==> config.mk <==
export PLATFORM = sky130hd
export DESIGN_NAME = issue_queue_wakeup_select
export DESIGN_NICKNAME = d
export VERILOG_FILES = /design/src/hw/rtl/iqws_pkg.sv /design/src/hw/rtl/iqws_cell.sv /design/src/hw/rtl/issue_queue_wakeup_select.sv
export SDC_FILE = /design/constraint.sdc
export NUM_CORES = 1
export LEC_CHECK = 0
export BUFFER_PORTS_ARGS = -buffer_cell sky130_fd_sc_hd__buf_2
export CORE_MARGIN = 3
export CORE_UTILIZATION = 30
export CTS_CLUSTER_SIZE = 12
export DETAILED_ROUTE_END_ITERATION = 10
export HOLD_SLACK_MARGIN = 0.08
export PLACE_DENSITY = 0.47
export SLEW_MARGIN = 20
export SYNTH_ARGS = -nofsm -noshare
export SYNTH_HDL_FRONTEND = slang
export SYNTH_SLANG_ARGS = --single-unit
export TNS_END_PERCENT = 30
==> constraint.sdc <==
create_clock -name i_clk -period 5.5 [get_ports i_clk]
set_clock_uncertainty 0.1 [all_clocks]
set_input_delay 0.55 -clock i_clk [delete_from_list [all_inputs] [get_ports i_clk]]
set_output_delay 0.55 -clock i_clk [all_outputs]
set_load 0.02 [all_outputs]
==> src/hw/rtl/iqws_pkg.sv <==
package iqws_pkg;

    // Operation codes carried by an input beat
    typedef enum logic [1:0] {
        OP_DISPATCH = 2'd0,
        OP_WAKEUP   = 2'd1,
        OP_SELECT   = 2'd2,
        OP_NONE     = 2'd3
    } t_op;

    // Sequencer states
    typedef enum logic {
        ST_IDLE = 1'b0,
        ST_SCAN = 1'b1
    } t_state;

    // Fixed field widths
    localparam int OP_W     = 2;
    localparam int UNIT_W   = 2;
    localparam int UNIT_CNT = 3;

    // Token that walks the cell row, one cell per cycle
    typedef struct packed {
        logic active;
        logic found;
    } t_scan;

    // Commands broadcast from the sequencer to every cell
    typedef struct packed {
        logic wake;
        logic commit;
        logic alloc_mode;
    } t_cell_cmd;

endpackage

==> src/hw/rtl/iqws_cell.sv <==
module iqws_cell #(
    parameter int TAG_W    = 6,
    parameter int SEQ_BITS = 16,
    parameter int IDX_W    = 4,
    parameter int CELL_IDX = 0
) (
    input  logic                    i_clk,
    input  logic                    i_rst_n,
    input  iqws_pkg::t_cell_cmd     i_cmd,
    input  logic [TAG_W-1:0]        i_wake_tag,
    input  logic [IDX_W-1:0]        i_commit_idx,
    // entry written on dispatch
    input  logic [TAG_W-1:0]        i_tag_a,
    input  logic                    i_rdy_a,
    input  logic [TAG_W-1:0]        i_tag_b,
    input  logic                    i_rdy_b,
    input  logic [TAG_W-1:0]        i_dest,
    input  logic [iqws_pkg::UNIT_W-1:0] i_unit,
    input  logic [SEQ_BITS-1:0]     i_seq,
    // scan token and best candidate from the previous cell
    input  iqws_pkg::t_scan         i_scan,
    input  logic [SEQ_BITS-1:0]     i_best_seq,
    input  logic [IDX_W-1:0]        i_best_idx,
    input  logic [TAG_W-1:0]        i_best_dest,
    input  logic [iqws_pkg::UNIT_W-1:0] i_best_unit,
    // scan token and best candidate to the next cell
    output iqws_pkg::t_scan         o_scan,
    output logic [SEQ_BITS-1:0]     o_best_seq,
    output logic [IDX_W-1:0]        o_best_idx,
    output logic [TAG_W-1:0]        o_best_dest,
    output logic [iqws_pkg::UNIT_W-1:0] o_best_unit
);
    import iqws_pkg::*;

    logic                r_valid;
    logic [TAG_W-1:0]    r_tag_a;
    logic                r_rdy_a;
    logic [TAG_W-1:0]    r_tag_b;
    logic                r_rdy_b;
    logic [TAG_W-1:0]    r_dest;
    logic [UNIT_W-1:0]   r_unit;
    logic [SEQ_BITS-1:0] r_seq;

    t_scan               r_scan;
    logic [SEQ_BITS-1:0] r_best_seq;
    logic [IDX_W-1:0]    r_best_idx;
    logic [TAG_W-1:0]    r_best_dest;
    logic [UNIT_W-1:0]   r_best_unit;

    logic take;
    logic cand;
    logic better;
    logic commit_hit;

    // Claim this slot or win the oldest-ready compare as the token passes
    always_comb begin
        take       = i_scan.active && i_cmd.alloc_mode && !r_valid && !i_scan.found;
        cand       = r_valid && r_rdy_a && r_rdy_b;
        better     = i_scan.active && !i_cmd.alloc_mode && cand &&
                     (!i_scan.found || (r_seq < i_best_seq));
        commit_hit = i_cmd.commit && (i_commit_idx == IDX_W'(CELL_IDX));
    end

    // Valid bit: set on claim, drop on issue
    always_ff @(posedge i_clk) begin
        if (!i_rst_n) begin
            r_valid <= 1'b0;
        end else if (take) begin
            r_valid <= 1'b1;
        end else if (commit_hit) begin
            r_valid <= 1'b0;
        end
    end

    // Entry record: write on claim, set ready bits on matching wakeup
    always_ff @(posedge i_clk) begin
        if (take) begin
            r_tag_a <= i_tag_a;
            r_rdy_a <= i_rdy_a;
            r_tag_b <= i_tag_b;
            r_rdy_b <= i_rdy_b;
            r_dest  <= i_dest;
            r_unit  <= i_unit;
            r_seq   <= i_seq;
        end else if (i_cmd.wake && r_valid) begin
            if (r_tag_a == i_wake_tag) begin
                r_rdy_a <= 1'b1;
            end
            if (r_tag_b == i_wake_tag) begin
                r_rdy_b <= 1'b1;
            end
        end
    end

    // Advance the token to the next cell
    always_ff @(posedge i_clk) begin
        if (!i_rst_n) begin
            r_scan <= '0;
        end else begin
            r_scan.active <= i_scan.active;
            r_scan.found  <= i_scan.found || take || better;
        end
    end

    // Hand on the best candidate so far
    always_ff @(posedge i_clk) begin
        if (better) begin
            r_best_seq  <= r_seq;
            r_best_idx  <= IDX_W'(CELL_IDX);
            r_best_dest <= r_dest;
            r_best_unit <= r_unit;
        end else begin
            r_best_seq  <= i_best_seq;
            r_best_idx  <= i_best_idx;
            r_best_dest <= i_best_dest;
            r_best_unit <= i_best_unit;
        end
    end

    assign o_scan      = r_scan;
    assign o_best_seq  = r_best_seq;
    assign o_best_idx  = r_best_idx;
    assign o_best_dest = r_best_dest;
    assign o_best_unit = r_best_unit;

endmodule

==> src/hw/rtl/issue_queue_wakeup_select.sv <==
// Issue queue with tag wakeup and oldest-ready select.
// Command channel: a beat is taken at a rising edge with start high and busy
// low. i_op picks dispatch, wakeup or select; the other fields carry the
// dispatched entry, the completed tag (i_dest_tag on wakeup) or the mask of
// free unit classes (select).
// Result channel: every beat gives one result, shown for exactly one cycle
// with o_strobe high. The receiver cannot stall; it must take the result.
// Operation flow:
//   wakeup and unused op: strobe in the cycle after the beat, busy stays low,
//   so a beat may follow in every cycle.
//   dispatch and select: a token walks the row of QUEUE_DEPTH entry cells,
//   one cell per cycle, to find the lowest free slot or the oldest ready
//   entry. busy is high from the beat until the strobe, which comes once the
//   token has left the last cell; no new beat is taken during the scan.
// o_free_slots gives the number of empty slots after the beat.
// Reset (synchronous, active low) empties the queue; no result is pending.
module issue_queue_wakeup_select #(
    parameter int QUEUE_DEPTH = 16,
    parameter int TAG_COUNT   = 64,
    parameter int SEQ_BITS    = 16,
    localparam int TAG_W      = $clog2(TAG_COUNT),
    localparam int FREE_W     = $clog2(QUEUE_DEPTH + 1)
) (
    input  logic                        i_clk,
    input  logic                        i_rst_n,
    input  logic                        start,
    output logic                        busy,
    input  logic [iqws_pkg::OP_W-1:0]   i_op,
    input  logic [TAG_W-1:0]            i_src_a_tag,
    input  logic                        i_src_a_present,
    input  logic                        i_src_a_ready,
    input  logic [TAG_W-1:0]            i_src_b_tag,
    input  logic                        i_src_b_present,
    input  logic                        i_src_b_ready,
    input  logic [TAG_W-1:0]            i_dest_tag,
    input  logic [iqws_pkg::UNIT_W-1:0] i_unit_type,
    input  logic [SEQ_BITS-1:0]         i_age_seq,
    input  logic [iqws_pkg::UNIT_CNT-1:0] i_unit_free_mask,
    output logic                        o_strobe,
    output logic                        o_issued,
    output logic [TAG_W-1:0]            o_issued_dest,
    output logic [iqws_pkg::UNIT_W-1:0] o_issued_unit,
    output logic [SEQ_BITS-1:0]         o_issued_seq,
    output logic                        o_accepted,
    output logic [FREE_W-1:0]           o_free_slots
);
    import iqws_pkg::*;

    localparam int IDX_W  = (QUEUE_DEPTH > 1) ? $clog2(QUEUE_DEPTH) : 1;
    localparam int MASK_W = 2 ** UNIT_W;

    t_state              r_state;
    t_state              n_state;
    t_op                 r_op;
    logic                r_launch;
    logic                n_launch;
    logic [FREE_W-1:0]   r_free;
    logic [FREE_W-1:0]   n_free;

    // latched command fields
    logic [TAG_W-1:0]    r_tag_a;
    logic                r_rdy_a;
    logic [TAG_W-1:0]    r_tag_b;
    logic                r_rdy_b;
    logic [TAG_W-1:0]    r_dest;
    logic [UNIT_W-1:0]   r_unit;
    logic [SEQ_BITS-1:0] r_seq;
    logic [UNIT_CNT-1:0] r_mask;

    // result registers
    logic                r_strobe;
    logic                n_strobe;
    logic                r_issued;
    logic                n_issued;
    logic [TAG_W-1:0]    r_issued_dest;
    logic [TAG_W-1:0]    n_issued_dest;
    logic [UNIT_W-1:0]   r_issued_unit;
    logic [UNIT_W-1:0]   n_issued_unit;
    logic [SEQ_BITS-1:0] r_issued_seq;
    logic [SEQ_BITS-1:0] n_issued_seq;
    logic                r_accepted;
    logic                n_accepted;

    logic                accept;
    t_op                 in_op;
    t_cell_cmd           cmd;
    logic [MASK_W-1:0]   mask_ext;
    logic                issue_ok;

    // cell row links
    t_scan               scan      [QUEUE_DEPTH+1];
    logic [SEQ_BITS-1:0] best_seq  [QUEUE_DEPTH+1];
    logic [IDX_W-1:0]    best_idx  [QUEUE_DEPTH+1];
    logic [TAG_W-1:0]    best_dest [QUEUE_DEPTH+1];
    logic [UNIT_W-1:0]   best_unit [QUEUE_DEPTH+1];

    assign accept = start && (r_state == ST_IDLE);
    assign in_op  = t_op'(i_op);
    assign busy   = (r_state != ST_IDLE);

    // Launch the token into the first cell
    assign scan[0].active = r_launch;
    assign scan[0].found  = 1'b0;
    assign best_seq[0]    = '0;
    assign best_idx[0]    = '0;
    assign best_dest[0]   = '0;
    assign best_unit[0]   = '0;

    genvar g;
    generate
        for (g = 0; g < QUEUE_DEPTH; g++) begin : g_cell
            iqws_cell #(
                .TAG_W    (TAG_W),
                .SEQ_BITS (SEQ_BITS),
                .IDX_W    (IDX_W),
                .CELL_IDX (g)
            ) u_cell (
                .i_clk        (i_clk),
                .i_rst_n      (i_rst_n),
                .i_cmd        (cmd),
                .i_wake_tag   (i_dest_tag),
                .i_commit_idx (best_idx[QUEUE_DEPTH]),
                .i_tag_a      (r_tag_a),
                .i_rdy_a      (r_rdy_a),
                .i_tag_b      (r_tag_b),
                .i_rdy_b      (r_rdy_b),
                .i_dest       (r_dest),
                .i_unit       (r_unit),
                .i_seq        (r_seq),
                .i_scan       (scan[g]),
                .i_best_seq   (best_seq[g]),
                .i_best_idx   (best_idx[g]),
                .i_best_dest  (best_dest[g]),
                .i_best_unit  (best_unit[g]),
                .o_scan       (scan[g+1]),
                .o_best_seq   (best_seq[g+1]),
                .o_best_idx   (best_idx[g+1]),
                .o_best_dest  (best_dest[g+1]),
                .o_best_unit  (best_unit[g+1])
            );
        end
    endgenerate

    // Oldest ready entry may issue only if its unit class is free
    assign mask_ext = {{(MASK_W - UNIT_CNT){1'b0}}, r_mask};
    assign issue_ok = scan[QUEUE_DEPTH].found && mask_ext[best_unit[QUEUE_DEPTH]];

    // Next state, cell commands and result
    always_comb begin
        n_state        = r_state;
        n_launch       = 1'b0;
        n_free         = r_free;
        n_strobe       = 1'b0;
        n_issued       = 1'b0;
        n_issued_dest  = '0;
        n_issued_unit  = '0;
        n_issued_seq   = '0;
        n_accepted     = 1'b0;
        cmd.wake       = 1'b0;
        cmd.commit     = 1'b0;
        cmd.alloc_mode = (r_op == OP_DISPATCH);
        case (r_state)
            ST_IDLE: begin
                if (accept) begin
                    case (in_op)
                        OP_DISPATCH, OP_SELECT: begin
                            n_state  = ST_SCAN;
                            n_launch = 1'b1;
                        end
                        OP_WAKEUP: begin
                            cmd.wake = 1'b1;
                            n_strobe = 1'b1;
                        end
                        default: begin
                            n_strobe = 1'b1;
                        end
                    endcase
                end
            end
            ST_SCAN: begin
                if (scan[QUEUE_DEPTH].active) begin
                    n_state  = ST_IDLE;
                    n_strobe = 1'b1;
                    if (r_op == OP_DISPATCH) begin
                        n_accepted = scan[QUEUE_DEPTH].found;
                        if (scan[QUEUE_DEPTH].found) begin
                            n_free = r_free - FREE_W'(1);
                        end
                    end else if (issue_ok) begin
                        cmd.commit    = 1'b1;
                        n_issued      = 1'b1;
                        n_issued_dest = best_dest[QUEUE_DEPTH];
                        n_issued_unit = best_unit[QUEUE_DEPTH];
                        n_issued_seq  = best_seq[QUEUE_DEPTH];
                        n_free        = r_free + FREE_W'(1);
                    end
                end
            end
            default: begin
                n_state = ST_IDLE;
            end
        endcase
    end

    // Control registers
    always_ff @(posedge i_clk) begin
        if (!i_rst_n) begin
            r_state  <= ST_IDLE;
            r_launch <= 1'b0;
            r_free   <= FREE_W'(QUEUE_DEPTH);
            r_strobe <= 1'b0;
        end else begin
            r_state  <= n_state;
            r_launch <= n_launch;
            r_free   <= n_free;
            r_strobe <= n_strobe;
        end
    end

    // Hold the command fields for the scan
    always_ff @(posedge i_clk) begin
        if (accept) begin
            r_op    <= in_op;
            r_tag_a <= i_src_a_tag;
            r_rdy_a <= !i_src_a_present || i_src_a_ready;
            r_tag_b <= i_src_b_tag;
            r_rdy_b <= !i_src_b_present || i_src_b_ready;
            r_dest  <= i_dest_tag;
            r_unit  <= i_unit_type;
            r_seq   <= i_age_seq;
            r_mask  <= i_unit_free_mask;
        end
    end

    // Result beat payload
    always_ff @(posedge i_clk) begin
        r_issued      <= n_issued;
        r_issued_dest <= n_issued_dest;
        r_issued_unit <= n_issued_unit;
        r_issued_seq  <= n_issued_seq;
        r_accepted    <= n_accepted;
    end

    assign o_strobe      = r_strobe;
    assign o_issued      = r_issued;
    assign o_issued_dest = r_issued_dest;
    assign o_issued_unit = r_issued_unit;
    assign o_issued_seq  = r_issued_seq;
    assign o_accepted    = r_accepted;
    assign o_free_slots  = r_free;

endmodule

After elaboration in Yosys (flattened, before gate mapping):

Cells that the tools add are included.

* register bits after elaboration: 1166
* latch bits: 0
* memory bits (writable): 0
* bits in read-only memories: 0
* bits of input ports: 48
* output and inout port bits: 33
* word-level logic and storage cells: 854
* memories: 0

* add/sub/neg operators: 2
* multipliers: 0
* divide/modulo/power cells: 0
* magnitude comparators: 16
* eq/ne operators: 50
* shifts and indexed selects: 0
* multiplexer cells: 194
* bitwise logic cells: 4
* reduce and logical (&&, ||, !) cells: 347

Operator list (number)
* < comparator 16 bit: 15
* two-way mux 16 bit: 15
* == test 6 bit: 32
* logical AND 1 bit: 160
* two-way mux 1 bit: 143
* nonzero test 2 bit: 65
* two-way mux 6 bit: 15
* AND reduction 2 bit: 32
* logical OR 1 bit: 48
* zero test 1 bit: 34
* == test 4 bit, second input constant: 8
* two-way mux 2 bit: 15
* == test 4 x 3 -> 1 bit, second input constant: 4
* two-way mux 5 bit: 3
* == test 4 x 2 -> 1 bit, second input constant: 2
* adder 5 x 1 -> 5 bit, second input constant: 1
* subtractor 5 x 1 -> 5 bit, second input constant: 1
* == test 4 x 1 -> 1 bit, second input constant: 1
* zero test 2 bit: 2
* zero test 4 bit: 1
* NOT 1 bit: 4
* one-hot mux 1 bit (2 select lines): 2
* AND reduction 4 bit: 1
* OR reduction 2 bit: 2
* 7 further kinds: 7

Logic depth before layout (Yosys ltp):

* word-level depth: 10
* gate-level depth with buffers: 10
* depth with buffers taken out: 8

Cells and area by module:

A second synthesis with hierarchy kept.

* cell total of the unflattened synthesis: 4488
* area, all modules: 52461.6 µm²

Modules (own cells, without submodules)
* iqws_cell (g_cell[10].u_cell ...): times used 3, cells an instance 290, area an instance 3219.3 µm², sequential area each 1761.7 µm²
* iqws_cell (g_cell[13].u_cell ...): times used 2, cells an instance 291, area an instance 3231.8 µm², sequential area each 1761.7 µm²
* iqws_cell (g_cell[12].u_cell ...): times used 2, cells an instance 290, area an instance 3216.8 µm², sequential area each 1761.7 µm²
* iqws_cell (g_cell[1].u_cell ...): times used 2, cells an instance 291, area an instance 3198.1 µm², sequential area each 1761.7 µm²
* iqws_cell (g_cell[7].u_cell ...): times used 2, cells an instance 186, area an instance 2701.3 µm², sequential area each 1761.7 µm²
* iqws_cell (g_cell[15].u_cell): times used 1, cells an instance 290, area an instance 3243.1 µm², sequential area each 1761.7 µm²
* iqws_cell (g_cell[11].u_cell): times used 1, cells an instance 289, area an instance 3225.6 µm², sequential area each 1761.7 µm²
* iqws_cell (g_cell[4].u_cell): times used 1, cells an instance 292, area an instance 3201.8 µm², sequential area each 1761.7 µm²
* iqws_cell (g_cell[0].u_cell): times used 1, cells an instance 293, area an instance 3185.6 µm², sequential area each 1761.7 µm²
* iqws_cell (g_cell[8].u_cell): times used 1, cells an instance 186, area an instance 2771.4 µm², sequential area each 1761.7 µm²
* issue_queue_wakeup_select: times used 1, cells an instance 152, area an instance 2479.9 µm², sequential area each 1971.9 µm²

Least setup slack after synthesis:

Ideal clock, no wire load.

* path type: input-to-reg
* start: input start
* end: register g_cell[12].u_cell.r_rdy_a (enable)
* setup time: 0.334 ns
* arrival time: 3.760 ns
* required time: 5.066 ns
* slack: 1.306 ns
* cell stages on the path: 6
* path buffers: 2
* cells stage by stage: nor2b_1 and3b_1 clkbuf_1 buf_2 nand2_1 o41ai_1

* word-level cells in the longest chain between the ends: 6

RTL lines
* start: declaration: line issue_queue_wakeup_select.sv:26 `input logic start,`
* logical AND 1 bit: line issue_queue_wakeup_select.sv:97 `assign accept = start && (r_state == ST_IDLE);`
* two-way mux 1 bit: line issue_queue_wakeup_select.sv:164 `if (accept) begin`
* two-way mux 1 bit: line issue_queue_wakeup_select.sv:162 `case (r_state)`
* logical AND 1 bit: line iqws_cell.sv:85 `end else if (i_cmd.wake && r_valid) begin`
* nonzero test 2 bit (no source line)
* AND reduction 2 bit (no source line)
* end signal: assignment: line iqws_cell.sv:79 `r_rdy_a <= i_rdy_a;`
* end: declaration: line iqws_cell.sv:37 `logic r_rdy_a;`

Every way passes these cells.
A chain may end at the register's enable or synchronous reset.

Final worst setup path:

* start: register g_cell[2].u_cell.r_seq[2]
* end: register g_cell[2].u_cell.r_best_dest[3]

* word-level cells in the longest chain between the ends: 4

RTL lines
* start: declaration: line iqws_cell.sv:42 `logic [SEQ_BITS-1:0] r_seq;`
* start signal: assignment: line iqws_cell.sv:84 `r_seq <= i_seq;`
* < comparator 16 bit: line iqws_cell.sv:60 `(!i_scan.found || (r_seq < i_best_seq));`
* logical OR 1 bit: line iqws_cell.sv:60
* logical AND 1 bit: line iqws_cell.sv:59 `better = i_scan.active && !i_cmd.alloc_mode && cand &&`
* two-way mux 6 bit: line iqws_cell.sv:107 `if (better) begin`
* end signal: assignment: line iqws_cell.sv:110 `r_best_dest <= r_dest;`
* end signal: assignment: line iqws_cell.sv:115 `r_best_dest <= i_best_dest;`
* end: declaration: line iqws_cell.sv:47 `logic [TAG_W-1:0] r_best_dest;`

Every way passes these cells.

==> metrics.md <==
| Metric | Value |
|---|---|
| Area of the die | about 0.15 mm2 |
| Worst vdd ir | 0.000254 V |
| Register area | 0.0299 mm2 |
| Yosys Warn Count | 0 |
| Overall Power | about 17 mW |
| DR pass1 iterations | 4 |
| Post-route setup TNS | 0 ps |
| Clock slew at the register clock pins of the worst setup and hold paths | around 60 ps |
| Setup ws final | 2380 ps |
| Internal reg-to-reg setup slack | 2380 ps |
| Crit share post-route | 56.7% |
| Commonest non-fill, non-tap cell in the layout | edfxtp_1 |
| WHS Path Cells | 1 |
| XOR/XNOR share of the synthesized area | 3.85% |
| Syn Inst Count | around 3000 |
| Vias post-DR | 22600 |
| Class of the most critical setup path | reg2reg |
| Antenna violation net count after detailed routing | 0 |
| Status | finished, final reports clean |
| Leakage | 18.4 nW |
| Top_reg_cell synth | edfxtp_1 |
| Synth Area in Compound Gates | ~5% |
| Cell Int Power | 13.9 mW |
| Largest family of logic cells by synthesized area | multiplexers |
| Avg Inst Size Synth | 14.8 um2 |
| Area occupied by multi-input gates | 0.0132 mm2 |
| Synthesized area | between 0.04 and 0.05 mm2 |
| Ports | 81 |
| Nets | 3490 |
| EDFF count, synth | around 650 |
| Area grow syn2layout | 15.3% |
| Initial drt markers | 833 |
| Chip Height | 391 um |
| GP Congestion | 0.759 |
| Share of cells above drive strength 1 | between 10% and 20% |
| CTS sink cnt | 1166 |
| Clock share of power | 45.0% |
| Min cycle time layout | 3120 ps |
| Yosys reg bits | about 1200 |
| CP endpoint kind | flop |
| Reg2reg end | g_cell[2].u_cell.o_best_dest[3]$_DFF_P_ |
| Post-synthesis sequential area ratio | 67.0% |
| Maximum operating frequency | about 320 MHz |
| Most frequent cells in the layout | edfxtp_1 (651), dfxtp_1 (515), mux2_2 (340) |
| H-tree levels | 3 |
| Syn nets | 3294 |
| R2R cell count | 7 |
| First-pass GRT wire length | 138000 um |
| Worst-Skew Late Latency | 710 ps |
| Hold Fails Final Rpt | 0 |
| CTS root buffer | clkbuf_16 |
| Pwr/cell area | 339 mW/mm2 |
| RSZ-0062 raised after global routing | false |
| Largest net degree at the start of global routing | 57 |
| Synth Area in Adders | 6.45% |
| Sequential power share | ~54% |
| Core area | ~0.15 mm2 |
| Max Buffers Root-to-Sink | 3 |
| Finish-stage setup viols | 0 |
| Mux cell area share after synthesis | between 8 and 9% |
| Worst-path maximum fanout | 26 |
| Post-CTS Resized | 0 |
| Least-Margin Pin Slew | 1090 ps |
| Drt wl/cell | 16.9 um |
| Logic pwr share | 1.2% |
| Routed vias/inst | 4.31 |
| CTS buffer count | 120 |
| Required @ worst endpoint | 5980 ps |
| Post-DP HPWL | 60800 um |
| Sw power | 3.51 mW |
| Max-slew violations | 0 |
| CP startpoint kind | flop |
| Initial antenna violation count | 3 |
| HP Class | in2reg |
| Starting density of the core | approximately 30% |
| Post-synthesis cell type count | 59 |
| DIE WIDTH | ~390 um |
| Hold endpoint | r_dest[3]$_DFFE_PP_ |
| Worst rel slew slack | between 20% and 30% |
| Vias in the first global route | about 24000 |
| Port Buffers | 80 |
| Residual DRC count | 0 |
| Site Rows | between 100 and 150 |
| Switching share of power | 20.1% |
| Fraction of registers with async set/reset | 0% |
| Maximum capacitance violations | 0 |
| Pre-CTS WS | 2230 ps |
| GRT Residual Overflow | 0 |
| Final WL | 88500 um |
| Worst r2r src | g_cell[2].u_cell.r_seq[2]$_DFFE_PP_ |
| Crit path DAT | 3600 ps |
| Layout filler cell count | 14000 |
| CTS tree | built |
| Global-route usage over all layers | a little under an eighth |
| Worst min-delay path startpoint | i_dest_tag[3] |
| Post-synthesis simple-gate area fraction | under 10% |
area by class of cell:
type                       count  share of cell area [%]
antenna                        2                 0.00974
clock buffer                 211                    7.24
timing repair buffer         156                    2.10
inverter                     253                    1.85
multi-input combinational   1516                    25.7
tap                         1917                    4.67
sequential                  1166                    58.1
clock inverter                16                   0.253
power groups by stage:
stage          logic (mW)  clock network (mW)  registers [mW]
5_1_grt             0.234                8.45            9.39
4_1_cts             0.219                8.14            9.38
2_1_floorplan       0.127                   0            9.47
6_report            0.212                7.84            9.37
3_3_place_gp        0.196                   0            9.57
3_5_place_dp        0.197                   0            9.57
flip-flops by register name, indices dropped and copies added, names as in the netlist, 3 cells and up:
name	flops
g_cell.u_cell.r_tag_b	96
g_cell.u_cell.r_dest	96
o_free_slots	5
r_dest	6
r_tag_a	6
g_cell.u_cell.r_valid	16
g_cell.u_cell.o_best_dest	96
g_cell.u_cell.r_seq	256
r_seq	16
g_cell.u_cell.o_best_idx	49
g_cell.u_cell.r_tag_a	96
g_cell.u_cell.o_scan	32
o_issued_dest	6
r_mask	3
r_tag_b	6
g_cell.u_cell.r_rdy_b	16
o_issued_seq	16
g_cell.u_cell.r_unit	32
g_cell.u_cell.r_rdy_a	16
g_cell.u_cell.o_best_unit	32
g_cell.u_cell.o_best_seq	256
synthesized netlist by cell type, types with 9 or more instances:
library cell | instances | area share, %
a211o_1 | 14 | 0.28
a211oi_1 | 43 | 0.72
a21o_1 | 10 | 0.17
a21oi_1 | 39 | 0.44
a31oi_1 | 14 | 0.20
and2_1 | 78 | 1.1
and4_1 | 14 | 0.28
buf_1 | 15 | 0.13
buf_4 | 12 | 0.20
buf_6 | 22 | 0.56
clkbuf_1 | 26 | 0.22
dfxtp_1 | 515 | 23
edfxtp_1 | 651 | 44
ha_1 | 228 | 6.4
inv_1 | 252 | 2.1
mux2_2 | 340 | 8.6
nand2_1 | 65 | 0.55
nand2b_1 | 75 | 1.1
nand3_1 | 10 | 0.11
nand4_1 | 70 | 0.98
nor2_1 | 66 | 0.56
nor2b_1 | 26 | 0.37
nor3b_1 | 16 | 0.27
o21ai_0 | 53 | 0.60
o21ai_1 | 10 | 0.11
o22ai_1 | 16 | 0.22
o31a_1 | 15 | 0.29
o41ai_1 | 32 | 0.63
or2_2 | 9 | 0.13
xnor2_1 | 130 | 2.6
xor2_1 | 66 | 1.3
cell families (layout without fill, tap and decap cells):
| group | after synthesis | after routing |
|---|---|---|
| DFF | 1166 | 1166 |
| and+or+nand+nor | 446 | 446 |
| muxes | 346 | 346 |
| buffers and inverters | 335 | 636 |
| AOI/OAI and AO/OA | 299 | 299 |
| adders and majority gates | 229 | 229 |
| xor gates and xnor gates | 196 | 196 |
| other | 0 | 2 |
stage by stage:
stage / cell area (um2) / hold slack (ps) / cells / utilization (%)
after CTS: 51300 / 130 / 5234 / 35.0
after floorplan: 44500 / 286 / 3017 / -
after detailed placement: 47100 / 292 / 4968 / 32.1
after global placement: 47100 / 291 / 4968 / 32.1
final: 51400 / 180 / 5237 / 35.0
after global routing: 51400 / 138 / 5235 / 35.0
routing by layer:
layer / global-route usage (%) / wire length, um / up-vias
met3: 2.21 / 2780 / 135
met5: 0 / 0 / -
met4: 2.99 / 1970 / 0
met2: 18.9 / 40600 / 284
li1: - / - / 11300
met1: 16.0 / 43200 / 10900
critical path, stage by stage (launching register included):
cell and delay (ps):
edfxtp_1 390, ha_1 300, a211oi_1 200, o21ai_0 150, a211oi_1 350, o21ai_1 210
a31oi_4 840, mux2_2 430
worst max path at each step:
stage	startpoint	cells after the start	endpoint
floorplan	start	6	g_cell[12].u_cell.r_rdy_a$_SDFFCE_PN1P_
global placement	g_cell[5].u_cell.r_seq[2]$_DFFE_PP_	7	g_cell[5].u_cell.o_best_seq[2]$_DFF_P_
detailed placement	g_cell[1].u_cell.r_seq[2]$_DFFE_PP_	7	g_cell[1].u_cell.o_best_unit[1]$_DFF_P_
CTS	g_cell[1].u_cell.r_seq[2]$_DFFE_PP_	7	g_cell[1].u_cell.o_best_unit[1]$_DFF_P_
global route	g_cell[2].u_cell.r_seq[2]$_DFFE_PP_	7	g_cell[2].u_cell.o_best_dest[3]$_DFF_P_
finish	g_cell[2].u_cell.r_seq[2]$_DFFE_PP_	7	g_cell[2].u_cell.o_best_dest[3]$_DFF_P_
timing repair:
| action | CTS | global route |
|---|---|---|
| hold endpoints to repair | 38 | 0 |
| hold buffers | 39 | 0 |
| setup buffers | 0 | 0 |
Power figures use the tool's default switching activity.
